--- src/hw/rtl/rfps_pkg.sv ---
// ---------------------------------------------------------------------------
// rfps_pkg - shared types and constants for the rarest-first piece selector
// Request codes, piece status codes, config indexes and the command/status
// bundles that pass between the controller and the datapath.
// ---------------------------------------------------------------------------
`default_nettype none

package rfps_pkg;

    typedef enum logic [1:0] {
        REQ_SET_READY  = 2'd0,
        REQ_SET_HAVE   = 2'd1,
        REQ_SET_STATUS = 2'd2,
        REQ_QUERY      = 2'd3
    } t_req_type;

    localparam logic [1:0] ST_FREE = 2'd0;

    localparam logic CFG_TOTAL_PIECES = 1'b0;
    localparam logic CFG_PEERS_IN_USE = 1'b1;

    localparam logic [10:0] TOTAL_PIECES_RST = 11'd1024;
    localparam logic [4:0]  PEERS_IN_USE_RST = 5'd16;

    // controller -> datapath
    typedef struct packed {
        logic accept;      // input word taken this cycle
        logic clr_wr;      // clearing pass write
        logic upd_wr;      // read-modify-write completion
        logic scan_issue;  // issue one scan read
        logic load_out;    // load result register
    } t_ctl_cmd;

    // datapath -> controller
    typedef struct packed {
        logic is_query;
        logic is_ram_upd;
        logic q_ok;        // query peer valid and pieces in use
        logic scan_last;
        logic clr_last;
        logic pipe_busy;
        logic out_free;
    } t_ctl_sts;

endpackage

`default_nettype wire

--- src/hw/rtl/rfps_ctrl.sv ---
// ---------------------------------------------------------------------------
// rfps_ctrl - selector controller
// Sequences the clearing pass, updates, the piece scan and result hand-off.
// ---------------------------------------------------------------------------
`default_nettype none

module rfps_ctrl (
    input  wire logic              i_clk,
    input  wire logic              i_rst_n,
    input  wire logic              i_in_valid,
    output logic                   o_in_stall,
    input  wire rfps_pkg::t_ctl_sts i_sts,
    output rfps_pkg::t_ctl_cmd     o_cmd
);
    import rfps_pkg::*;

    typedef enum logic [2:0] {
        S_CLEAR,
        S_IDLE,
        S_UPD,
        S_SCAN,
        S_DRAIN,
        S_FIN
    } t_state;

    t_state r_state, n_state;
    logic   r_in_stall;
    logic   accept;

    assign accept = i_in_valid && !r_in_stall;

    always_comb begin
        n_state = r_state;
        o_cmd   = '0;
        unique case (r_state)
            S_CLEAR: begin
                o_cmd.clr_wr = 1'b1;
                if (i_sts.clr_last) begin
                    n_state = S_IDLE;
                end
            end
            S_IDLE: begin
                o_cmd.accept = accept;
                if (accept) begin
                    if (i_sts.is_ram_upd) begin
                        n_state = S_UPD;
                    end else if (i_sts.is_query) begin
                        n_state = i_sts.q_ok ? S_SCAN : S_FIN;
                    end
                end
            end
            S_UPD: begin
                o_cmd.upd_wr = 1'b1;
                n_state      = S_IDLE;
            end
            S_SCAN: begin
                o_cmd.scan_issue = 1'b1;
                if (i_sts.scan_last) begin
                    n_state = S_DRAIN;
                end
            end
            S_DRAIN: begin
                if (!i_sts.pipe_busy) begin
                    n_state = S_FIN;
                end
            end
            S_FIN: begin
                if (i_sts.out_free) begin
                    o_cmd.load_out = 1'b1;
                    n_state        = S_IDLE;
                end
            end
            default: begin
                n_state = S_IDLE;
            end
        endcase
    end

    always_ff @(posedge i_clk) begin
        if (!i_rst_n) begin
            r_state    <= S_CLEAR;
            r_in_stall <= 1'b1;
        end else begin
            r_state    <= n_state;
            r_in_stall <= (n_state != S_IDLE);
        end
    end

    assign o_in_stall = r_in_stall;

endmodule

`default_nettype wire

--- config.mk ---
export PLATFORM = sky130hd
export DESIGN_NAME = rfps_ctrl
export DESIGN_NICKNAME = d
export VERILOG_FILES = /design/src/hw/rtl/rfps_pkg.sv /design/src/hw/rtl/rfps_ctrl.sv
export SDC_FILE = /design/constraint.sdc
export NUM_CORES = 1
export LEC_CHECK = 0
export ABC_CLOCK_PERIOD_IN_PS = 1900
export BUFFER_PORTS_ARGS = -buffer_cell sky130_fd_sc_hd__clkbuf_2
export CAP_MARGIN = 0
export CORE_AREA = 2 2 39 41
export DETAILED_ROUTE_END_ITERATION = 10
export DIE_AREA = 0 0 41 43
export PLACE_DENSITY = 0.54
export SETUP_SLACK_MARGIN = 0.1
export SLEW_MARGIN = 20
export SYNTH_ARGS = -nofsm -noshare
export SYNTH_HDL_FRONTEND = slang
export SYNTH_SLANG_ARGS = --single-unit
--- constraint.sdc ---
create_clock -name i_clk -period 1.9 [get_ports i_clk]
set_clock_uncertainty 0.05 [all_clocks]
set_input_delay 0.19 -clock i_clk [delete_from_list [all_inputs] [get_ports i_clk]]
set_output_delay 0.19 -clock i_clk [all_outputs]
set_load 0.02 [all_outputs]
After elaboration in Yosys (flattened, before gate mapping)
Cells that the tools add are included.
{"block": "totals", "reg_bits": 4, "output_inout_bits": 6, "inputBits": 10}
{"block": "op_classes", "n_eq_ne": 6, "reduce_logical": 3, "muxes": 15}
{"operator": "$mux 3", "n": 8}
{"operator": "$pmux 3 s5", "n": 1}
{"operator": "$eq 3x2->1 const B", "n": 2}
{"operator": "$eq 3x3->1 const B", "n": 2}
{"operator": "$mux 1", "n": 6}
{"operator": "$eq 3x1->1 const B", "n": 1}
{"operator": "$logic_not 3->1", "n": 1}
{"operator": "$ne 3x1->1 const B", "n": 1}
{"operator": "$logic_and 1x1->1", "n": 1}
{"operator": "$logic_not 1->1", "n": 1}

Logic depth before layout (Yosys ltp)
Gate-level depths: netlist of run 1.
{"block": "logic_depth", "word_depth": 6, "depth_mapped": 5, "depth_no_buf": 4}

Least setup slack after synthesis of run 1
Ideal clock, no wire load.
{"block": "synth_timing", "path_type": "reg-to-reg", "from": "register r_state[0]", "to": "register r_in_stall, in the netlist o_in_stall", "n_path_buf": 1, "arrival_ps": 1187, "required_ps": 1719, "path_slack_ps": 532, "path_stages_with_launch": 6, "path_cell_list": "dfxtp_1 buf_6 or3b_1 a21o_1 a41oi_2 nand3_1"}
{"block": "synth_between", "elab_chain_cells": 5}
{"item": "start, declared", "line": "rfps_ctrl.sv:26", "rtl": "t_state r_state, n_state;"}
{"item": "start signal, assigned", "line": "rfps_ctrl.sv:84", "rtl": "r_state <= n_state;"}
{"item": "$mux 3", "line": "rfps_ctrl.sv:47", "rtl": "end else if (i_sts.is_query) begin"}
{"item": "$mux 3", "line": "rfps_ctrl.sv:45", "rtl": "if (i_sts.is_ram_upd) begin"}
{"item": "$mux 3", "line": "rfps_ctrl.sv:44", "rtl": "if (accept) begin"}
{"item": "$pmux 3 s5 (*)", "line": "rfps_ctrl.sv:35", "rtl": "unique case (r_state)"}
{"item": "$ne 3x1->1 (*)", "line": "rfps_ctrl.sv:85", "rtl": "r_in_stall <= (n_state != S_IDLE);"}
{"item": "end signal, assigned", "line": "rfps_ctrl.sv:85"}
{"item": "end, declared", "line": "rfps_ctrl.sv:27", "rtl": "logic r_in_stall;"}
Mark *: on every way between the ends. The rest lies on a longest branch, timed or not.
A chain may end at the register's enable or synchronous reset.

Worst setup path in the final report of run 1
Ends and elaborated chain as after synthesis.

==> results.yml, run 1 <==
outcome:
  outcome: "finished clean"
setup_path:
  worstReg2RegEnd: "o_in_stall"
  timing.rr.start: "r_state[0]"
  cp.arrival_ns: 1.48
  cp_max_fo: 10
  start_kind: "flop"
  crit_type: "flop to flop"
  ff2ff_setup_slack_ns: 0.47
  cp-end-kind: "flop"
  ff2ff_path_depth: 4
  critical_path_required_ns: 1.95
detailed_routing:
  initialDrtViolationCount: 6
  num_vias: 291
  wirelength_um: 633
  drc: 0
  wl_per_cell_um: 9.74
  route.antenna.remaining_nets: 0
  viasPerCell: 4.48
  dr.pass1.iters: 4
final_layout:
  nets: 61
  fillers: 160
  drive_above_1_share_pct: 38.8
  final_util_pct: 26.7
  syn_to_final_growth_pct: 40.5
  regArea_um2: 80.1
  multiInputGateArea_um2: 160
  diodes: 0
power_and_ir_drop:
  vdd_drop_max_uv: 462
  cellLeakagePower_nw: 0.185
  power.density_nw_per_um2: 670
logic_synthesis:
  syn-num-nets: 42
  synth_top_cell_area_share_pct: 30.5
  synth_edf_count: 0
  synth.most_common_cell: "nor2_1"
  synthArstFlopShare_pct: 0
  ys_types: 19
  synth.avg_cell_area_um2: 8.21
  ys_warn_count: 0
  synth_ff_type: "dfxtp_1"
  synth_seq_area_share_pct: 30.5
  syn_inst: 32
  synthTopCellsByCount: "5 x nor2_1, 4 x dfxtp_1, 3 x inv_1"
  synth_top_area_cell: "dfxtp_1"
  syn-cell-area_um2: 263
  synth-seq-cells: 4
  synthTopCellsByArea: "dfxtp_1 30%, nor2_1 7.1%, a41oi_2 6.2%"
global_routing:
  grt_usage_pct: 8.74
  grt_pass1_vias: 271
  gr-total-overflow: 0
  grt_max_degree: 11
  antenna_found_initial: 0
  grt_pass1_wl_um: 1040
floorplanning:
  rows: 14
  ioPinCount: 16
  core_um2: 1380
  die_height_um: 43
  die_area_um2: 1760
  initial_core_util_pct: 19.0
  die_w_um: 41
flow_run:
  drv_cap: 0
timing:
  slew_headroom_pct: 74.1
  setup_slack_ns: 0.473
  rsz0062_at_grt: "no"
  drv_slew: 0
  worst_pin_slew_ns: 0.389
  period_minus_slack_ns: 1.43
  setup_viol: 0
  min_period_over_period_pct: 75.1
  fmax_mhz: 701
  final_hold_viol_count: 0
  finalSetupTns_ns: 0
placed_design:
  gp_congestion: 0.707
  io_buffers: 15
  dpl.hpwl_um: 523
  dp_slack_ns: 0.486
cts:
  cts_root_buf: "clkbuf_4"
  clock_path_buffers: 2
  htreeDepth: 1
  holdBufCountCts: 0
  cts.sinks: 4
  path_clk_slew_ns: 0.04
  cts_tree: "built"
  cts_resized: 0
  clk_latency_ns: 0.24
  cts_buffers: 3
  cts_setup_buffers: 0
hold_path:
  min_path_cells: 3
  hp-start: "i_rst_n"
  hp-class: "input port to flop"
  holdPathEnd: "r_state[2]"
## where the power goes
group | total (mW) | internal [mW] | leakage [nW] | switching [mW]
registers | 0.0969 | 0.0896 | 0.0328 | 0.00731
clock network | 0.105 | 0.0707 | 0.0138 | 0.0346
logic | 0.0452 | 0.0220 | 0.138 | 0.0233
total | 0.247 | 0.182 | 0.185 | 0.0652
## state kept, by name, indices dropped and copies added (netlist names)
name,cells
o_in_stall,1
r_state,3
## per-layer routing
layer | GRT usage [%] | routed length [µm] | vias to the layer above
met5 | 0 | 0 | -
met4 | 2.00 | 0 | 0
met3 | 6.28 | 61 | 0
met2 | 11.9 | 284 | 10
met1 | 11.0 | 287 | 133
li1 | - | - | 148
## final cells by class
class / instances / share of cell area (%)
Tap cell: 16 / 5.42
Clock buffer: 3 / 6.10
Inverter: 3 / 3.05
Sequential cell: 4 / 21.7
Timing Repair Buffer: 15 / 20.3
Multi-Input combinational cell: 24 / 43.4
## stage by stage
step	cell area [µm²]	power [mW]	instances	hold slack, ns
floorplan	263	0.128	32	0.301
global placement	347	0.144	62	0.412
detailed placement	347	0.144	62	0.412
CTS	369	0.252	65	0.169
global route	369	0.266	65	0.191
finish	369	0.247	65	0.172
## how the worst max path moves through the flow
stage                  to  cells after the start        from
2_1_floorplan  o_in_stall                      5  r_state[0]
3_3_place_gp   o_in_stall                      4  r_state[0]
3_5_place_dp   o_in_stall                      4  r_state[0]
4_1_cts        o_in_stall                      4  r_state[0]
5_1_grt          o_cmd[0]                      3  r_state[2]
6_report       o_in_stall                      4  r_state[0]
## cell usage in the layout, fill, tap and decap left out
master / n
clkbuf_2: 15
nor2_1: 5
dfxtp_1: 4
inv_1: 3
clkbuf_4: 3
nor2b_1: 2
a21o_1: 2
nand3b_1: 2
nand3_1: 2
and3b_1: 1
nor3_1: 1
nand2_1: 1
nor3b_1: 1
and4b_1: 1
a22oi_1: 1
o21ai_0: 1
nand2b_1: 1
or3b_1: 1
a41oi_2: 1
a222oi_1: 1
## kinds of logic (layout without fill, tap and decap cells)
| family | after synthesis | in the layout | share of synthesized area (%) |
|---|---|---|---|
| DFF | 4 | 4 | 30.5 |
| buffers and inverters | 4 | 21 | 8.57 |
| AOI/OAI and AO/OA | 6 | 6 | 20.5 |
| and+or+nand+nor | 18 | 18 | 40.5 |
## worst max-delay path, cell delays in order (launching register included)
cell and delay, ns:
dfxtp_1 0.38, or3b_1 0.37, a21o_1 0.19, a41oi_2 0.21
nand3_1 0.09
No activity file was read; power rests on OpenSTA's default activity.
==> run 2, diff against run 1 <==
--- a/config.mk
+++ b/config.mk
@@ -5,7 +5,7 @@
 export SDC_FILE = /design/constraint.sdc
 export NUM_CORES = 1
 export LEC_CHECK = 0
-export ABC_CLOCK_PERIOD_IN_PS = 1900
+export ABC_CLOCK_PERIOD_IN_PS = 1400
 export BUFFER_PORTS_ARGS = -buffer_cell sky130_fd_sc_hd__clkbuf_2
 export CAP_MARGIN = 0
 export CORE_AREA = 2 2 39 41
==> constraint.sdc (replaced) <==
create_clock -name i_clk -period 1.4 [get_ports i_clk]
set_clock_uncertainty 0.05 [all_clocks]
set_input_delay 0.14 -clock i_clk [delete_from_list [all_inputs] [get_ports i_clk]]
set_output_delay 0.14 -clock i_clk [all_outputs]
set_load 0.02 [all_outputs]
==> run 2 against run 1 <==
  * First-iteration DRC count increased by 17%
  * Hold slack got worse by 0.069 ns
  * Total power increased by 38%
  * Largest cell class unchanged
  * Clock power increased by 31%
  * Core utilization increased by 5.6 points
  * Global-route usage decreased by 1.0 points
  * Non-clock buffer count increased by 5
  * Worst setup slack got worse by 0.40 ns
  * Cell area increased by 21%
  * Via count increased by 5.5%
  * Clock-buffer cell count unchanged
==> results.yml, run 2 (synthesis gave the netlist of run 1 again) <==
final_layout:
  mostFrequentLayoutCell: "clkbuf_2"
  largest_reg_flops: 3
  syn_to_final_growth_pct: 70.0
  final_cell_mix: "11 x clkbuf_2, 4 x nor2_1, 4 x buf_4"
  diodes: 0
  top_register: "r_state"
  drive_above_1_share_pct: 53.7
  nets: 66
cts:
  cts.sinks: 4
  cts_buffers: 3
  holdBufCountCts: 0
  cts_tree: "built"
  cts_root_buf: "clkbuf_4"
  clock_path_buffers: 2
  path_clk_slew_ns: 0.04
  clk_latency_ns: 0.23
  htreeDepth: 1
power_and_ir_drop:
  switching_share_pct: 25.0
  internal_power_mw: 0.256
  p_switching_mw: 0.0851
  clock_power_share_pct: 40.5
  cellLeakagePower_nw: 0.233
  p_comb_share_pct: 22.6
  vdd_drop_max_uv: 343
  seqPwrFrac_pct: 36.9
  power.density_nw_per_um2: 763
global_routing:
  grt_pass1_wl_um: 890
  gr-total-overflow: 0
  grt_max_degree: 11
  grt_usage_pct: 7.72
  antenna_found_initial: 0
  grt_pass1_vias: 255
hold_path:
  hp-class: "input port to flop"
floorplanning:
  die_area_um2: 1760
  die_height_um: 43
  core_um2: 1380
  ioPinCount: 16
  die_w_um: 41
  initial_core_util_pct: 19.0
  rows: 14
placed_design:
  dp_slack_ns: 0.0546
  dpl.hpwl_um: 481
  io_buffers: 15
  gp_congestion: 0.702
timing:
  setup_viol: 0
  min_period_over_period_pct: 94.8
  drv_slew: 0
  fin_hold_ws_ns: 0.103
  setup_slack_ns: 0.0725
  period_minus_slack_ns: 1.33
  finalSetupTns_ns: 0
  worst_pin_slew_ns: 0.387
  final_hold_viol_count: 0
  rsz0062_at_grt: "yes"
  slew_headroom_pct: 74.2
  fmax_mhz: 753
setup_path:
  critical_path_required_ns: 1.21
  cp_max_fo: 8
  cp-end-kind: "primary output"
  critPathMaxStageDelay_ns: 0.36
  crit_type: "flop to primary output"
  start_kind: "flop"
  crit_chain: "nor2_4 -> and4b_1 -> buf_4 -> buf_8"
  slowest_stage: "dfxtp_4"
  cp.arrival_ns: 1.14
detailed_routing:
  wl_per_cell_um: 8.84
  initialDrtViolationCount: 7
  wirelength_um: 619
  route.antenna.remaining_nets: 0
  drc: 0
  num_vias: 307
  viasPerCell: 4.39
  dr.pass1.iters: 4
outcome:
  outcome: "finished clean"
flow_run:
  drv_cap: 0
==> run 2: timing repair <==
item / 4_1_cts / 5_1_grt
setup endpoints to repair: 4 / 6
pin swaps: 1 / 8
resized for setup: 8 / 6
setup buffers: 1 / 3
hold endpoints to repair: 0 / 0
==> run 2: final cells by class <==
cell class              count  area (µm²)
well taps                  16        20.0
clock buffers               3        22.5
multi-input cells          24         174
inverters                   3        11.3
repair buffers             20         128
flip-flops and latches      4        91.3
fillers                   158         937
==> run 2: stage by stage <==
| stage | power, mW | utilization, % | cells | instance area, µm² |
|---|---|---|---|---|
| finish | 0.341 | 32.3 | 70 | 447 |
| global route | 0.364 | 32.3 | 70 | 447 |
| CTS | 0.343 | 29.7 | 67 | 410 |
| detailed placement | 0.195 | 25.8 | 63 | 357 |
| global placement | 0.195 | 25.8 | 63 | 357 |
| floorplan | 0.174 | - | 32 | 265 |
==> run 2: power groups by stage <==
| stage | Clock [mW] | Sequential (mW) | Combinational, mW |
|---|---|---|---|
| floorplan | 0 | 0.131 | 0.0428 |
| global placement | 0 | 0.132 | 0.0628 |
| detailed placement | 0 | 0.133 | 0.0624 |
| CTS | 0.150 | 0.128 | 0.0651 |
| global route | 0.152 | 0.127 | 0.0855 |
| finish | 0.138 | 0.126 | 0.0770 |
==> run 2: final timing paths <==
check	cells past startpoint	from	slack, ns	to
setup / recovery	4	r_state[1]	0.07	o_cmd[4]
hold / removal	3	i_rst_n	0.10	r_state[2]
setup reg to reg	4	r_state[0]	0.08	o_in_stall
hold reg to reg	2	r_state[1]	0.55	r_state[0]
==> run 2: critical path: cells and delay by family, from the launching register on <==
kind	cells	cell delay, ns
flip-flops	1	0.36
AND/OR/NAND/NOR	2	0.32
buffers and inverters	2	0.23
==> run 2: routing by layer <==
| layer | GRT usage (%) | vias up | wire [µm] |
|---|---|---|---|
| met4 | 8.00 | 0 | 0 |
| met3 | 1.57 | 0 | 43 |
| met5 | 0 | - | 0 |
| met2 | 10.9 | 6 | 351 |
| met1 | 8.65 | 139 | 224 |
| li1 | - | 162 | - |
